==> src/rtl/core/bfe_pkg.sv <==
// Shared types and constants for the 3x3 edge-clipped box filter.
// No dependencies; used by every file in rtl/core.
package bfe_pkg;

    localparam int AVG_BITS   = 20;
    localparam int CFG_BITS   = 11;
    localparam int ROW_BITS   = 11;
    localparam int MAX_HEIGHT = 1024;
    localparam int FIFO_DEPTH = 4;

    typedef logic [AVG_BITS-1:0] t_avg;

    typedef enum logic {
        REG_WIDTH  = 1'b0,
        REG_HEIGHT = 1'b1
    } t_reg_idx;

    typedef enum logic [1:0] {
        DIV_BY_4,
        DIV_BY_6,
        DIV_BY_9
    } t_div_kind;

    typedef struct packed {
        t_avg average;
        logic changed;
        logic last_of_run;
        logic end_of_frame;
        logic frame_changed;
    } t_result;

endpackage

==> src/rtl/core/bfe_out_fifo.sv <==
// Four-entry result queue taking up to two results per cycle, one out.
// Depends on bfe_pkg (t_result, FIFO_DEPTH).
module bfe_out_fifo (
    input  logic             i_clk,
    input  logic             i_rst_n,
    input  logic             i_push_a,
    input  logic             i_push_b,
    input  bfe_pkg::t_result i_res_a,
    input  bfe_pkg::t_result i_res_b,
    input  logic             i_pop,
    output logic             o_valid,
    output bfe_pkg::t_result o_head,
    output logic             o_room
);

    localparam int PTR_BITS = $clog2(bfe_pkg::FIFO_DEPTH);
    localparam int CNT_BITS = PTR_BITS + 1;

    bfe_pkg::t_result      r_slot [bfe_pkg::FIFO_DEPTH];
    logic [PTR_BITS-1:0]   r_wp;
    logic [PTR_BITS-1:0]   r_rp;
    logic [CNT_BITS-1:0]   r_count;
    logic [CNT_BITS-1:0]   n_count;
    logic [PTR_BITS-1:0]   wp_next;

    assign wp_next = r_wp + PTR_BITS'(1);
    assign o_valid = (r_count != '0);
    assign o_head  = r_slot[r_rp];
    assign o_room  = (r_count <= CNT_BITS'(bfe_pkg::FIFO_DEPTH - 2));

    always_comb begin
        n_count = r_count + CNT_BITS'(i_push_a) + CNT_BITS'(i_push_b)
                  - CNT_BITS'(i_pop);
    end

    always_ff @(posedge i_clk) begin
        if (!i_rst_n) begin
            r_wp    <= '0;
            r_rp    <= '0;
            r_count <= '0;
        end else begin
            r_count <= n_count;
            if (i_pop) begin
                r_rp <= r_rp + PTR_BITS'(1);
            end
            if (i_push_b) begin
                r_wp <= r_wp + PTR_BITS'(2);
            end else if (i_push_a) begin
                r_wp <= wp_next;
            end
        end
    end

    always_ff @(posedge i_clk) begin
        if (i_push_a) begin
            r_slot[r_wp] <= i_res_a;
        end
        if (i_push_b) begin
            r_slot[wp_next] <= i_res_b;
        end
    end

endmodule

==> config.mk <==
export PLATFORM = sky130hd
export DESIGN_NAME = bfe_out_fifo
export DESIGN_NICKNAME = d
export VERILOG_FILES = /design/src/rtl/core/bfe_pkg.sv /design/src/rtl/core/bfe_out_fifo.sv
export SDC_FILE = /design/constraint.sdc
export NUM_CORES = 1
export LEC_CHECK = 0
export BUFFER_PORTS_ARGS = -buffer_cell sky130_fd_sc_hd__buf_2
export CAP_MARGIN = 20
export CORE_ASPECT_RATIO = 0.9
export CORE_UTILIZATION = 50
export DETAILED_ROUTE_END_ITERATION = 7
export PLACE_DENSITY = 0.69
export SETUP_SLACK_MARGIN = 0.02
export SKIP_CTS_REPAIR_TIMING = 1
export SLEW_MARGIN = 20
export SYNTH_ARGS = -nofsm -noshare
export SYNTH_HDL_FRONTEND = slang
export SYNTH_SLANG_ARGS = --single-unit
==> constraint.sdc <==
create_clock -name i_clk -period 3.9 [get_ports i_clk]
set_input_delay 0.39 -clock i_clk [delete_from_list [all_inputs] [get_ports i_clk]]
set_output_delay 0.39 -clock i_clk [all_outputs]
set_load 0.03 [all_outputs]
# Yosys cells after proc, flatten, opt, wreduce, memory -nomap -nowiden

Memories as Yosys holds them, arrays and structs flattened. A register that Yosys moved wholly into a read port is not among the register bits.
Cells that the tools add are included.
W data, S select, Z words.

Register bits after elaboration: 7
Memories: 1
Memory bits (writable): 96

Add/subtract/negate cells: 6
Order comparisons: 1
Multiplexer cells: 8
Reductions and logical operators: 2

Memory list:

| name   | words | bits a word | rd ports | clocked after memory_dff | write ports | line               | text |
|---|---|---|---|---|---|---|---|
| r_slot | 4     | 24          | 1        | 1                        | 2           | bfe_out_fifo.sv:19 | `bfe_pkg::t_result r_slot [bfe_pkg::FIFO_DEPTH];` |

Operator list:

| cell                  | count |
|---|---|
| $mux W2               | 4 |
| $add A3 B1 Y3         | 2 |
| $add A2 B1 Y2 const B | 2 |
| $mux W1               | 4 |
| $le A3 B2 Y1 const B  | 1 |
| $reduce_bool A3 Y1    | 1 |
| $sub A3 B1 Y3         | 1 |
| $add A2 B2 Y2 const B | 1 |
| $reduce_bool A2 Y1    | 1 |

# Depth between registers and ports, before layout

Gate-level depths: netlist of the first run.

Depth after elaboration: 3
Gate-level depth with buffers: 8
Depth with buffers taken out: 7

# Worst setup path after synthesis of the first run

OpenSTA, ideal clock, no wires.

Path type: input port to flip-flop
Start: input port i_push_b
End: register r_count[2]
Setup slack: 1.848 ns
Arrival: 1.937 ns
Path buffers: 1
Stages on the path: 8
Path through: buf_4 inv_1 ha_1 inv_1 fa_1 fa_1 xnor2_1 and2_1

Longest elaborated chain between the ends: 2

Ends and longest elaborated chain:

| element              | line               | text |
|---|---|---|
| start, declared      | bfe_out_fifo.sv:7  | `input logic i_push_b,` |
| $add A3 B1 Y3        | bfe_out_fifo.sv:32 | `n_count = r_count + CNT_BITS'(i_push_a) + CNT_BITS'(i_push_b)` |
| $sub A3 B1 Y3        | bfe_out_fifo.sv:33 | `- CNT_BITS'(i_pop);` |
| end signal, assigned | bfe_out_fifo.sv:42 | `r_count <= n_count;` |
| end, declared        | bfe_out_fifo.sv:22 | `logic [CNT_BITS-1:0] r_count;` |

Every way passes these cells.
A chain may end at the register's enable or synchronous reset.

==> results.toml, run 1 <==
[timing]
finalSetupViolCount = 0
hold_violations = 0
layout_setup_ws_ns = 1.41
period_share_pct = 63.8
relSlewSlack_pct = 41.4
fin_worst_skew_ns = 0.00659
finalSetupTns_ns = 0
tightest_slew_ns = 0.879
fin_crit_ns = 2.49
grt_setup_unrepaired = "no"
slew_viol_final = 0
timing.fmax_mhz = 402
hold_slack_ns = 0.341

[synth]
syn-cell-area_um2 = 5490
ys_ff_latch = 105
synthDistinctLibCells = 26
syn_area_per_cell_um2 = 19.1
synth_top_cell_by_area = "edfxtp_1"
synth_top_area_share_pct = 52.5
yosysWarningCount = 0
ys_top_cells_by_area = "edfxtp_1 (53%), mux2_4 (21%), mux4_2 (8.2%), mux2_2 (4.1%), dfxtp_1 (3.3%)"
synthCells = 288
syn_nets = 349
ys_seq_area_share_pct = 55.8

[placement]
dp.cells = 485
dp_slack_ns = 1.68
dpl_cell_area_um2 = 5920
gp_congestion = 0.731
numPortBuffers = 78
dp_hpwl_um = 6230

[floorplanning]
dieHeight_um = 101
dieArea_um2 = 11400
num_rows = 35
top_level_ports = 79
die_w_um = 112
coreArea_um2 = 10500
start_util_pct = 52.5

[detailed_routing]
drc_errors = 0
routed_wl_um = 9640
dr.pass1.iters = 4
wire_per_inst_um = 19.2
drt-vias-per-instance = 5.42
vias = 2715
antenna_left = 0
dr.first_iter.drc_count = 85

[grt]
grtUsageTotal_pct = 18.1
grt_max_degree = 26
overflow = 0
grt_pass1_wl_um = 15200
grt_pass1_vias = 2859
antenna_found_initial = 0

[setup_path]
arrival_ns = 2.10
crit_path_end_kind = "output port"
setup.worst_path.start_class = "register"
rrSetupSlack_ns = 1.85
crit_fanout = 24
required_ns = 3.51
path_class = "register to output port"

[clock_tree]
clock_latency_ns = 0.33
cts.path.max_buffers = 2
cts.sinks = 105
cts_tree = "done"
ctsRootBufferMaster = "clkbuf_16"
htreeDepth = 3
clk_pin_slew_ns = 0.07
numCtsBuffers = 9

[final_layout]
fin_area_um2 = 6190
drive_gt1_share_pct = 58.6
area_delta_synth_final_pct = 12.8
num-fill-cells = 812
antenna_cells = 0
nNetsFinal = 428
fin_cells = 501

[status]
status = "finished clean"

[min_path]
hp-class = "input pin to register"

[power]
leakage_nw = 2.57
irDropWorstVdd_mv = 0.314
p_per_area_nw_per_um2 = 452

[run]
cap_violations = 0
-- critical path, cell delays in order (launching register included) --
cell and delay (ns):
dfxtp_2 0.91, mux4_1 0.66, buf_2 0.20
-- final timing paths --
check | start | endpoint | cells after the start
max | register | o_head[2] | 2
min | i_rst_n | r_wp[1] | 3
max reg2reg | r_wp[0] | r_slot[1][9] | 5
min reg2reg | r_wp[1] | r_wp[1] | 1
-- cells in the mapped netlist, drive strengths merged --
cell type  instances
edfxtp            96
a211o              1
a21oi              2
nand2             15
fa                 2
ha                 6
xnor2              2
nor2               1
o21a               1
xor2               1
buf               14
mux2              96
mux4              24
clkbuf             1
dfxtp              9
nor3               1
inv                8
o21ai              1
and2               6
a21o               1
-- layout make-up --
type | count | area, µm² | share of cell area, %
Timing Repair Buffer | 83 | 428 | 6.91
Tap cell | 129 | 161 | 2.61
Multi-Input combinational cell | 160 | 2230 | 36.1
Sequential cell | 105 | 3060 | 49.5
Inverter | 8 | 30.0 | 0.485
Clock buffer | 11 | 233 | 3.76
Clock inverter | 5 | 40.0 | 0.647
-- kinds of logic after synthesis --
logic type | Yosys count | synth area share, %
muxes | 120 | 35.0
DFF | 105 | 55.8
buffers and inverters | 23 | 3.51
and+or+nand+nor | 23 | 2.42
adders and majority gates | 8 | 2.10
AOI/OAI and AO/OA | 6 | 0.707
xor gates and xnor gates | 3 | 0.479
-- registers in the layout (all words and copies together) (netlist names), named ones only --
signal	cells
r_slot	96
r_count	3
r_rp	2
r_wp	2
-- per-layer routing --
metal | track usage [%] | up-vias | part of all wire (%)
met2 | 34.1 | 55 | 55
met3 | 3.53 | 7 | 3.2
met5 | 0 | - | 0
li1 | - | 1292 | -
met4 | 5.44 | 0 | 0.83
met1 | 21.1 | 1361 | 41
-- placed cells by master, fill, tap and decap left out --
cell,synthesis,routed
a211o_1,1,1
a21o_1,1,1
a21oi_1,2,2
and2_1,6,6
buf_2,2,78
buf_4,1,5
clkbuf_1,1,2
clkbuf_16,0,9
clkinv_2,0,1
clkinv_4,0,1
clkinvlp_4,0,2
dfxtp_1,9,8
dfxtp_2,0,1
edfxtp_1,96,96
fa_1,2,2
ha_1,6,6
inv_1,8,8
inv_8,0,1
mux2_2,20,20
mux2_4,76,76
mux4_1,4,4
mux4_2,20,20
nand2_1,11,11
nand2_4,4,4
nor2_1,1,1
nor3_1,1,1
o21a_1,1,1
o21ai_0,1,1
xnor2_1,2,2
xor2_1,1,1
-- per-stage QoR --
stage	util (%)	power (mW)
global placement	56.5	2.00
floorplan	-	1.86
detailed placement	56.5	2.01
finish	59.2	2.80
CTS	59.2	2.83
global route	59.2	2.91
-- where the power goes --
| part | internal, mW | switching [mW] | leakage [nW] |
|---|---|---|---|
| clock network | 0.438 | 0.384 | 0.128 |
| logic | 0.273 | 0.311 | 1.47 |
| registers | 1.35 | 0.0463 | 0.975 |
Note: power is estimated with default switching activity, not from simulation.
==> run 2: changes to the inputs <==
Settings changed: ABC_AREA from default to 1.
Clock period 3.9 ns to 2.6 ns, I/O delays scaled along.
==> results.toml, run 2 <==
[status]
status = "finished clean"

[placement]
gp_congestion = 0.751
dp_hpwl_um = 7410
dp_slack_ns = 0.687
numPortBuffers = 78
dp.cells = 889

[synth]
synth_top_area_share_pct = 50.8
ys_top_cells_by_area = "edfxtp_1 (51%), nand2_1 (16%), inv_1 (8.8%), o21ai_0 (5.0%), nand3_1 (4.5%)"
syn_area_per_cell_um2 = 8.31
ys_seq_area_share_pct = 54.0
syn-cell-area_um2 = 5670
synth_flop_cell = "edfxtp_1"
async_reset_ff_share_pct = 0
yosysWarningCount = 0
syn_nets = 744
synth_top_cell_by_area = "edfxtp_1"
synth-edff-count = 96
synthDistinctLibCells = 19
yosys.cell_count.top_type = "nand2_1"
synth_common_cells = "nand2_1 (236), inv_1 (133), edfxtp_1 (96)"
synthCells = 683
ys_ff_latch = 105

[timing]
tightest_slew_ns = 0.847
fin_worst_skew_ns = 0.00441
slew_viol_final = 0
period_share_pct = 78.8
hold_violations = 0
finalSetupTns_ns = 0
grt_setup_unrepaired = "no"
layout_setup_ws_ns = 0.550
timing.fmax_mhz = 488
fin_crit_ns = 2.05
finalSetupViolCount = 0
relSlewSlack_pct = 43.5

[detailed_routing]
vias = 4416
dr.first_iter.drc_count = 236
wire_per_inst_um = 13.4
dr.pass1.iters = 5
routed_wl_um = 12200
antenna_left = 0
drt-vias-per-instance = 4.88
drc_errors = 0

[floorplanning]
dieHeight_um = 103
dieArea_um2 = 11800
coreArea_um2 = 10900
num_rows = 36
top_level_ports = 79
start_util_pct = 51.8
die_w_um = 114

[grt]
grtUsageTotal_pct = 21.7
overflow = 0
antenna_found_initial = 1
grt_pass1_wl_um = 19200
grt_pass1_vias = 4076
grt_max_degree = 49

[final_layout]
mostFrequentLayoutCell = "nand2_1"
largest_reg_flops = 96
regMostFlops = "r_slot"
nNetsFinal = 809
layout_common_cells = "nand2_1 (236), inv_1 (133), edfxtp_1 (96), buf_2 (78), o21ai_0 (57)"
area_delta_synth_final_pct = 13.1
reg_top3 = "r_slot x96, r_count x3"
drive_gt1_share_pct = 17.3
fin_cells = 905
antenna_cells = 0

[clock_tree]
cts_tree = "done"
clk_pin_slew_ns = 0.07
cts.sinks = 105
htreeDepth = 3
clock_latency_ns = 0.34
ctsRootBufferMaster = "clkbuf_16"
numCtsBuffers = 9
cts.path.max_buffers = 2

[power]
p_per_area_nw_per_um2 = 660
irDropWorstVdd_mv = 0.383
leakage_nw = 3.22

[run]
cap_violations = 0

[setup_path]
arrival_ns = 1.79
path_class = "register to output port"
crit_path_end_kind = "output port"
required_ns = 2.34
crit_fanout = 48
setup.worst_path.start_class = "register"

[min_path]
hp-class = "input pin to register"
-- run 2: report_power, final --
part	leakage [nW]	total [mW]	switching, mW	internal (mW)
Sequential	0.978	2.06	0.0395	2.02
Combinational	2.10	0.854	0.595	0.258
Clock	0.139	1.33	0.581	0.746
Total	3.22	4.24	1.22	3.02
-- run 2: metrics by stage --
stage	util [%]	cell area, µm²	hold slack [ns]	total power [mW]
floorplan	-	5670	0.353	2.70
global placement	56.0	6130	0.488	2.93
detailed placement	56.0	6130	0.490	2.96
CTS	58.6	6420	0.187	4.27
global route	58.6	6420	0.195	4.43
finish	58.6	6420	0.196	4.24
-- run 2: worst paths after layout --
kind	slack (ns)	from	depth (start not counted)	to
hold / removal	0.20	i_rst_n	3	r_count[0]
hold reg to reg	0.50	r_rp[1]	2	r_rp[1]
setup / recovery	0.55	register	5	o_head[23]
setup reg to reg	0.87	r_wp[1]	5	r_slot[2][14]
-- run 2: cells by family (layout without fill, tap and decap cells) --
family,count (synthesis),count (layout),share of synthesized area (%)
compound gates,99,99,10.1
flops,105,105,54.0
simple gates,301,301,21.2
buf+inv,170,240,12.7
fa+ha+maj,8,8,2.03
-- run 2: area by class of cell --
class / instances / area [µm²]
clock buffer: 11 / 233
clock inverter: 5 / 56.3
fill: 998 / 4530
inverter: 134 / 503
multi-input combinational: 408 / 1890
sequential: 105 / 3060
tap: 152 / 190
timing repair buffer: 90 / 480
-- run 2: metal layers --
layer  wire length (µm)  global-route usage [%]
met1               5140                    26.3
met2               6140                    38.7
met3                754                    5.17
met4                130                    6.69
met5                  0                       0
-- run 2: worst max-delay path, stage by stage (launching register included) --
cell and delay (ns):
dfxtp_2 0.32, inv_2 0.61, nand2_1 0.12, nand3_1 0.11, nand2_1 0.10, buf_2 0.19
