**src/rtl/core/bfe_pkg.sv**
```systemverilog
// Shared types and constants for the 3x3 edge-clipped box filter.
// No dependencies; used by every file in rtl/core.
package bfe_pkg;

    localparam int AVG_BITS   = 20;
    localparam int CFG_BITS   = 11;
    localparam int ROW_BITS   = 11;
    localparam int MAX_HEIGHT = 1024;
    localparam int FIFO_DEPTH = 4;

    typedef logic [AVG_BITS-1:0] t_avg;

    typedef enum logic {
        REG_WIDTH  = 1'b0,
        REG_HEIGHT = 1'b1
    } t_reg_idx;

    typedef enum logic [1:0] {
        DIV_BY_4,
        DIV_BY_6,
        DIV_BY_9
    } t_div_kind;

    typedef struct packed {
        t_avg average;
        logic changed;
        logic last_of_run;
        logic end_of_frame;
        logic frame_changed;
    } t_result;

endpackage

```
**src/rtl/core/bfe_div.sv**
```systemverilog
// Two-stage exact divide of a window sum by 4, 6 or 9 via reciprocal multiply.
// Depends on bfe_pkg (t_div_kind).
module bfe_div #(
    parameter int SUM_BITS = 24,
    parameter int Q_BITS   = 20
) (
    input  logic                   i_clk,
    input  logic                   i_en,
    input  logic [SUM_BITS-1:0]    i_sum,
    input  bfe_pkg::t_div_kind     i_kind,
    output logic [Q_BITS-1:0]      o_quot
);

    localparam int LO_BITS   = (SUM_BITS + 1) / 2;
    localparam int HI_BITS   = SUM_BITS - LO_BITS;
    localparam int M_BITS    = SUM_BITS + 1;
    localparam int HP_BITS   = HI_BITS + M_BITS;
    localparam int LP_BITS   = LO_BITS + M_BITS;
    localparam int FULL_BITS = 2 * SUM_BITS + 1;

    // ceil(2^(N+L)/d) with L = ceil(log2 d): exact for every N-bit sum
    localparam logic [63:0] M4_L = 64'd1 << SUM_BITS;
    localparam logic [63:0] M6_L = ((64'd1 << (SUM_BITS + 3)) + 64'd5) / 64'd6;
    localparam logic [63:0] M9_L = ((64'd1 << (SUM_BITS + 4)) + 64'd8) / 64'd9;
    localparam logic [M_BITS-1:0] M4 = M4_L[M_BITS-1:0];
    localparam logic [M_BITS-1:0] M6 = M6_L[M_BITS-1:0];
    localparam logic [M_BITS-1:0] M9 = M9_L[M_BITS-1:0];

    logic [M_BITS-1:0]    recip;
    logic [HP_BITS-1:0]   hi_prod;
    logic [LP_BITS-1:0]   lo_prod;
    logic [HP_BITS-1:0]   r_hi_prod;
    logic [LP_BITS-1:0]   r_lo_prod;
    bfe_pkg::t_div_kind   r_kind;
    logic [FULL_BITS-1:0] full;
    logic [FULL_BITS-1:0] shifted;

    always_comb begin
        case (i_kind)
            bfe_pkg::DIV_BY_4: recip = M4;
            bfe_pkg::DIV_BY_6: recip = M6;
            default:           recip = M9;
        endcase
    end

    assign hi_prod = HP_BITS'(i_sum[SUM_BITS-1:LO_BITS]) * HP_BITS'(recip);
    assign lo_prod = LP_BITS'(i_sum[LO_BITS-1:0]) * LP_BITS'(recip);

    assign full = {r_hi_prod, {LO_BITS{1'b0}}} + FULL_BITS'(r_lo_prod);

    always_comb begin
        case (r_kind)
            bfe_pkg::DIV_BY_4: shifted = full >> (SUM_BITS + 2);
            bfe_pkg::DIV_BY_6: shifted = full >> (SUM_BITS + 3);
            default:           shifted = full >> (SUM_BITS + 4);
        endcase
    end

    always_ff @(posedge i_clk) begin
        if (i_en) begin
            r_hi_prod <= hi_prod;
            r_lo_prod <= lo_prod;
            r_kind    <= i_kind;
            o_quot    <= Q_BITS'(shifted);
        end
    end

endmodule

```
**config.mk**
```make
export PLATFORM = sky130hd
export DESIGN_NAME = bfe_div
export DESIGN_NICKNAME = d
export VERILOG_FILES = /design/src/rtl/core/bfe_pkg.sv /design/src/rtl/core/bfe_div.sv
export SDC_FILE = /design/constraint.sdc
export NUM_CORES = 1
export LEC_CHECK = 0
export BUFFER_PORTS_ARGS = -buffer_cell sky130_fd_sc_hd__buf_4
export CORE_MARGIN = 2
export CORE_UTILIZATION = 50
export DETAILED_ROUTE_END_ITERATION = 8
export GPL_TIMING_DRIVEN = 0
export PLACE_DENSITY = 0.67
export RECOVER_POWER = 100
export SYNTH_ARGS = -nofsm -noshare
export SYNTH_HDL_FRONTEND = slang
export SYNTH_SLANG_ARGS = --single-unit
```
**constraint.sdc**
```tcl
create_clock -name i_clk -period 14.8 [get_ports i_clk]
set_clock_uncertainty 0.2 [all_clocks]
set_input_delay 3.7 -clock i_clk [delete_from_list [all_inputs] [get_ports i_clk]]
set_output_delay 3.7 -clock i_clk [all_outputs]
set_load 0.1 [all_outputs]
```
* Word level (Yosys, flattened, before mapping)
Index checks and enable logic that the tools add are counted.
Operators by class: add/sub/neg operators 1, multiply operators 2, eq/ne operators 2, muxes and demuxes 2, reduce and logical (&&, ||, !) cells 2
Operator list (count):
- 48-bit by 37-bit adder with 48-bit output | 1
- 24-bit one-hot mux with 2 select lines | 1
- 20-bit one-hot mux with 2 select lines | 1
- 12-bit by 25-bit multiplier with 37-bit output | 1
- 12-bit by 25-bit multiplier with 36-bit output | 1
- 2-bit by 1-bit equality test with 1-bit output, second input constant | 2
- 2-bit logical NOT | 2
Word-level totals: flip-flop bits (word level) 95, bits of input ports 28, output and inout bits 20, word-level logic and storage cells 13

* Longest topological paths before layout
Gate-level depths: netlist (run 1).
depth after elaboration 3, depth in mapped cells 25, depth with buffers taken out 24

* Least setup slack after synthesis (run 1)
No wires, ideal clock.
path kind input to register, start point input i_kind[1], end point register r_lo_prod[25] (data pin), library setup time 0.258 ns, data arrival time 9.322 ns, required time 14.342 ns, path slack 5.020 ns, stages on the path 24, path buffers 2, cell sequence buf_2 -> nor2_1 -> clkbuf_1 -> nor2b_1 -> fa_1 -> inv_1 -> fa_1 -> inv_1 -> fa_1 -> inv_1 -> fa_1 -> inv_1 -> fa_1 -> ha_1 -> a21oi_1 -> nor3b_1 -> a31oi_2 -> a221o_2 -> and2_1 -> o21a_1 -> o21a_1 -> o21a_1 -> nor2_1 -> xnor2_1
Between the ends: word-level cells in the longest chain between the ends 3, elaborated cells on any way between the ends 4, classes of those cells mul: 1; eq/ne: 1; mux: 1; reduce/logical: 1
Ends and longest elaborated chain:
- start, declared | RTL line bfe_div.sv:10 | input bfe_pkg::t_div_kind i_kind,
- 2-bit by 1-bit equality test with 1-bit output or 2-bit logical NOT (tied branches) | RTL line bfe_div.sv:39 | case (i_kind)
- 24-bit one-hot mux with 2 select lines * | RTL line bfe_div.sv:39
- 12-bit by 25-bit multiplier with 37-bit output * | RTL line bfe_div.sv:47 | assign lo_prod = LP_BITS'(i_sum[LO_BITS-1:0]) * LP_BITS'(recip);
- net lo_prod[25] | RTL line bfe_div.sv:31 | logic [LP_BITS-1:0] lo_prod;
- end signal, assigned | RTL line bfe_div.sv:62 | r_lo_prod <= lo_prod;
- end, declared | RTL line bfe_div.sv:33 | logic [LP_BITS-1:0] r_lo_prod;
The timed path passes the listed nets; every way through them passes the cells marked *. A chain may end at the register's enable or synchronous reset.

* Worst setup path after layout (run 1)
start point input i_kind[1], end point register r_lo_prod[31] (data pin)
Same word-level chain as after synthesis.

==> results.md, run 1 <==
- Drt drc: 0
- H-Tree Depth: 3
- Net count, final: 1879
- DIE AREA: 28570 sq um
- Fin. Hold Viols: 0
- Crit-path slowest cell: o311ai_0
- Area after DPL: 14400 sq um
- Synth area leader: fa_1
- # port buffers: 47
- Required @ worst endpoint: 14.61 ns
- Initial core utilization: 50.67%
- Setup bufs post-CTS: 0
- Max-Cap Viols: 1
- Slew headroom: -170.1%
- Clock Tree Root: clkbuf_16
- Crit-path most repeated cell: fa_1
- TritonCTS buffer count: 9
- Ys flop type: edfxtp_1
- Failing checks: max-capacitance violations, max-slew violations
- First-pass GRT wire length: 48370 um
- Slew @ Worst Pin: 4.052 ns
- Initial DRC count: 394
- Boundary Pins: 48
- All-Layer GR Usage: 21.77%
- Via count of the first global-routing pass: 9648
- Max Slew Vio Count: 82
- Final ANT Viol Nets: 0
- Final setup fails: 0
- Ranking of synthesized cells by area: fa_1 28%, ha_1 20%, edfxtp_1 18%
- Drt pass-1 iters: 5
- Tcrit/Tclk final: 76.69%
- Count of flip-flops with a built-in enable after synthesis: 81
- Leading post-synthesis cells by instance count: 366 x inv_1, 222 x ha_1, 190 x fa_1
- FMAX: 88.11 MHz
- Fill count: 2433
- Synth cell types: 64
- CTS sink cnt: 81
- Crit path launch type: input pin
- Syn. warnings: 0
- Hold_ws: 0.5779 ns
- DP HPWL: 25900 um
- Routed WL per cell: 16.40 um
- Clock transition at path regs: 0.07 ns
- Layout cell share with drive strength beyond 1: 3.255%
- Routability Congestion: 0.9411
- Post-CTS sizing: 0
- Largest net degree at the start of global routing: 82
- Multi-input logic area: 9718 sq um
- Cell family with most CP delay: adder cells
- Crit path DAT: 11.16 ns
- Avg Cell Area, Syn: 9.861 sq um
- Skew-Pair Late Insertion Delay: 0.33 ns
- Initial antenna violation count: 1
- Yosys reg bits: 81
- Post-route cell area: 14550 sq um
- # hold bufs at CTS: 0
- Status: complete, but fails checks
- Num rows: 60
- CTS tree: done
- Via count: 9232
- Post-Syn Instances: 1381
- Max Root-Sink Buffers: 2
- Crit-path max cell delay: 0.75 ns
- Syn Nets: 1821
- Most common cell in the netlist: inv_1
- Final wirelength: 29270 um
- Yosys top cell area share: 27.93%
- Critical Path End Type: flip-flop
- Via density: 5.172
- N_diodes: 0
- Mapped Area: 13620 sq um
- Total grt overflow: 0
- Final TNS setup: 0 ns
- Kind of critical path: input pin to flip-flop
- Worst-path fanout max: 10
- Worst hold path class: flip-flop to flip-flop
- Core area: 26880 sq um
- Die span in y: 169.0 um
- Ys async rst share: 0%
- Die X: 169.0 um
- Post-synthesis sequential area ratio: 17.86%
- CP Buf/Inv Count: 7
- Sequential cell area: 2432 sq um
- Post-layout min period: 11.35 ns
- Area Overhead vs Synth: 6.845%
- Unrepaired setup endpoints after global routing: false
## worst paths after layout
check                                             start                 endpoint  slack [ns]  depth (start not counted)
worst max register to register   r_hi_prod[6]$_DFFE_PP_     o_quot[19]$_DFFE_PP_       10.92                         11
worst max-delay path                          i_kind[1]  r_lo_prod[31]$_DFFE_PP_        3.45                         25
worst min register to register  r_hi_prod[29]$_DFFE_PP_     o_quot[13]$_DFFE_PP_        0.58                          2
worst min-delay path            r_hi_prod[29]$_DFFE_PP_     o_quot[13]$_DFFE_PP_        0.58                          2
## placed cells by master (no fill, tap or decap), types with 7 or more instances in the layout
cell	instances
nand4_1	11
o21a_1	11
and3_1	11
ha_1	222
a21o_1	32
nor2_1	52
nand2b_1	13
nand3_1	11
a31oi_1	7
a211oi_1	10
xnor2_1	42
nor3_1	16
a21oi_1	60
fa_1	190
clkbuf_1	36
and2_1	40
inv_1	366
xor2_1	25
clkbuf_16	9
edfxtp_1	81
nand2_1	41
buf_4	24
nor2b_1	24
o21ai_0	34
## layer usage
metal / global-route usage (%) / wire [um] / vias to the layer above
met4: 5.425 / 547 / 0
met2: 37.51 / 13870 / 177
met3: 3.297 / 1437 / 28
met1: 28.98 / 13410 / 4477
met5: 0 / 0 / -
li1: - / - / 4550
## per-stage QoR
step	worst slack (ns)	util [%]	instances
6_report	3.450	54.14	1785
5_1_grt	2.924	54.14	1785
4_1_cts	4.099	54.60	1785
3_5_place_dp	3.736	53.57	1769
3_3_place_gp	3.813	53.57	1769
2_1_floorplan	5.020	-	1381
## worst min-delay path, delay by kind of cell, from the launching register on
kind                      cells  cell delay (ns)
muxes                         1             0.13
xor gates and xnor gates      1             0.13
DFF                           1             0.39
## state kept, by name, indices dropped and copies added, names as in the netlist
signal,cells
r_hi_prod,35
r_lo_prod,24
o_quot,20
r_kind,2
## cell type report
cell class              count  share of cell area (%)
inverters                 367                   9.468
multi-input cells         919                   66.79
well taps                 341                   2.932
clock inverters             7                  0.3526
clock buffers               9                   1.548
repair buffers             47                   1.832
flip-flops and latches     81                   16.72
plain buffers              14                  0.3612
## kinds of logic (layout without fill, tap and decap cells)
group,after synthesis,count (layout),synth area share [%]
AOI/OAI and AO/OA,192,192,9.179
buffers and inverters,381,444,10.52
DFF,81,81,17.86
adders and majority gates,412,412,48.33
xor gates and xnor gates,67,67,4.309
and+or+nand+nor,244,244,9.509
muxes,4,4,0.2940
Power of run 1 is not shown: default switching activity piles up to over one toggle a cycle in this logic, so the estimate is an artifact.
==> run 2, diff against run 1 <==
--- a/config.mk
+++ b/config.mk
@@ -10,7 +10,7 @@
 export CORE_UTILIZATION = 50
 export DETAILED_ROUTE_END_ITERATION = 8
 export GPL_TIMING_DRIVEN = 0
-export PLACE_DENSITY = 0.67
+export PLACE_DENSITY = 0.69
 export RECOVER_POWER = 100
 export SYNTH_ARGS = -nofsm -noshare
 export SYNTH_HDL_FRONTEND = slang
==> constraint.sdc (replaced) <==
create_clock -name i_clk -period 10.3 [get_ports i_clk]
set_clock_uncertainty 0.2 [all_clocks]
set_input_delay 2.575 -clock i_clk [delete_from_list [all_inputs] [get_ports i_clk]]
set_output_delay 2.575 -clock i_clk [all_outputs]
set_load 0.1 [all_outputs]
==> run 2 against run 1 <==
Compared with the run above: the run still ends with max-capacitance violations, max-slew violations left; sequential share of layout area about the same; global-route usage shrank 0.070 points; die area unchanged; setup slack lost 2.9 ns; final area is essentially flat; final cell count did not move; flip-flop and latch count stayed put; critical path depth unchanged; critical path type unchanged; largest cell class unchanged.
==> results.md, run 2 (synthesized netlist as in run 1, its figures left out) <==
- Status: complete, but fails checks
- DP HPWL: 25770 um
- Clock transition at path regs: 0.06 ns
- Die X: 169.0 um
- Clock Tree Root: clkbuf_16
- Sequential cell area: 2432 sq um
- Crit path DAT: 9.63 ns
- Final TNS setup: 0 ns
- Num rows: 60
- Multi-input logic area: 9724 sq um
- # hold bufs at CTS: 0
- Final setup fails: 0
- Final ANT Viol Nets: 0
- Largest net degree at the start of global routing: 82
- TritonCTS buffer count: 9
- Failing checks: max-capacitance violations, max-slew violations
- N_diodes: 0
- Max Slew Vio Count: 82
- Max FFs per register: 35
- Routability Congestion: 0.9272
- All-Layer GR Usage: 21.70%
- Net count, final: 1879
- Initial DRC count: 455
- CTS tree: done
- Worst-path fanout max: 10
- Drt pass-1 iters: 4
- Via density: 5.177
- Required @ worst endpoint: 10.18 ns
- Slew @ Worst Pin: 4.047 ns
- Skew-Pair Late Insertion Delay: 0.33 ns
- Kind of critical path: input pin to flip-flop
- Layout cell share with drive strength beyond 1: 3.393%
- Initial antenna violation count: 0
- Unrepaired setup endpoints after global routing: false
- Total grt overflow: 0
- Max-Cap Viols: 1
- Fin. Hold Viols: 0
- Via count: 9241
- Crit path launch type: input pin
- Setup bufs post-CTS: 0
- DIE AREA: 28570 sq um
- Hold_ws: 0.5820 ns
- Via count of the first global-routing pass: 9751
- # port buffers: 47
- CTS sink cnt: 81
- Worst hold path class: flip-flop to flip-flop
- Final std cells w/o fill: 1785
- Slew headroom: -169.8%
- Die span in y: 169.0 um
- Initial core utilization: 50.67%
- H-Tree Depth: 3
- Routed WL per cell: 16.29 um
- Boundary Pins: 48
- Placed cell count: 1769
- Max Root-Sink Buffers: 2
- FMAX: 102.6 MHz
- First-pass GRT wire length: 48510 um
- Reg with most FFs: r_hi_prod
- Fill count: 2448
- Tcrit/Tclk final: 94.65%
- Core area: 26880 sq um
- Final wirelength: 29080 um
- Commonest non-fill, non-tap cell in the layout: inv_1
- Area Overhead vs Synth: 6.900%
- Final Core Density: 54.17%
- Drt drc: 0
- Commonest non-fill, non-tap cells in the layout: 366 x inv_1, 222 x ha_1, 190 x fa_1
- Critical Path End Type: flip-flop
- Largest registers: r_hi_prod (35), r_lo_prod (24), o_quot (20)
- Post-CTS sizing: 0
- Post-layout min period: 9.749 ns
[run 2: final timing paths]
| path | startpoint | end | slack (ns) | depth (start not counted) |
|---|---|---|---|---|
| setup reg to reg | r_hi_prod[6]$_DFFE_PP_ | o_quot[19]$_DFFE_PP_ | 6.37 | 11 |
| hold reg to reg | r_hi_prod[29]$_DFFE_PP_ | o_quot[13]$_DFFE_PP_ | 0.58 | 2 |
| setup / recovery | i_kind[0] | r_hi_prod[34]$_DFFE_PP_ | 0.55 | 25 |
| hold / removal | r_hi_prod[29]$_DFFE_PP_ | o_quot[13]$_DFFE_PP_ | 0.58 | 2 |
[run 2: cell type report]
class / instances / share of cell area [%]
tap: 341 / 2.931
sequential: 81 / 16.71
buffer: 14 / 0.3696
multi-input combinational: 919 / 66.80
clock buffer: 11 / 1.599
clock inverter: 5 / 0.2750
timing repair buffer: 47 / 1.856
inverter: 367 / 9.463
[run 2: layer usage]
| layer | up-vias | share of wire [%] | wire length (um) | global-route usage, % |
|---|---|---|---|---|
| li1 | 4559 | - | - | - |
| met1 | 4479 | 46 | 13420 | 29.23 |
| met2 | 172 | 48 | 14020 | 38.04 |
| met3 | 31 | 4.1 | 1189 | 2.455 |
| met4 | 0 | 1.5 | 446 | 4.534 |
| met5 | - | 0 | 0 | 0 |
[run 2: critical path, cell delays in order]
cell and delay [ns]:
clkbuf_1 0.48, and2b_1 0.30, clkbuf_1 0.52, and2_0 0.27, ha_1 0.27, fa_1 0.57
inv_1 0.08, fa_1 0.54, inv_1 0.06, fa_1 0.48, inv_1 0.05, fa_1 0.48
inv_1 0.05, ha_1 0.35, a21o_1 0.20, a21o_1 0.17, a21o_1 0.17, a2bb2oi_1 0.28
o21ai_1 0.24, a2111oi_0 0.62, or4_1 0.26, nand3b_1 0.09, a21oi_1 0.25, o21ai_1 0.13
xor2_1 0.15
[run 2: metrics by stage]
step	area [sq um]	worst slack [ns]
floorplan	13620	1.645
CTS	14670	0.6837
global placement	14400	0.4471
global route	14560	0.1327
finish	14560	0.5512
detailed placement	14400	0.3332
Power of run 2 is left out for the same reason.
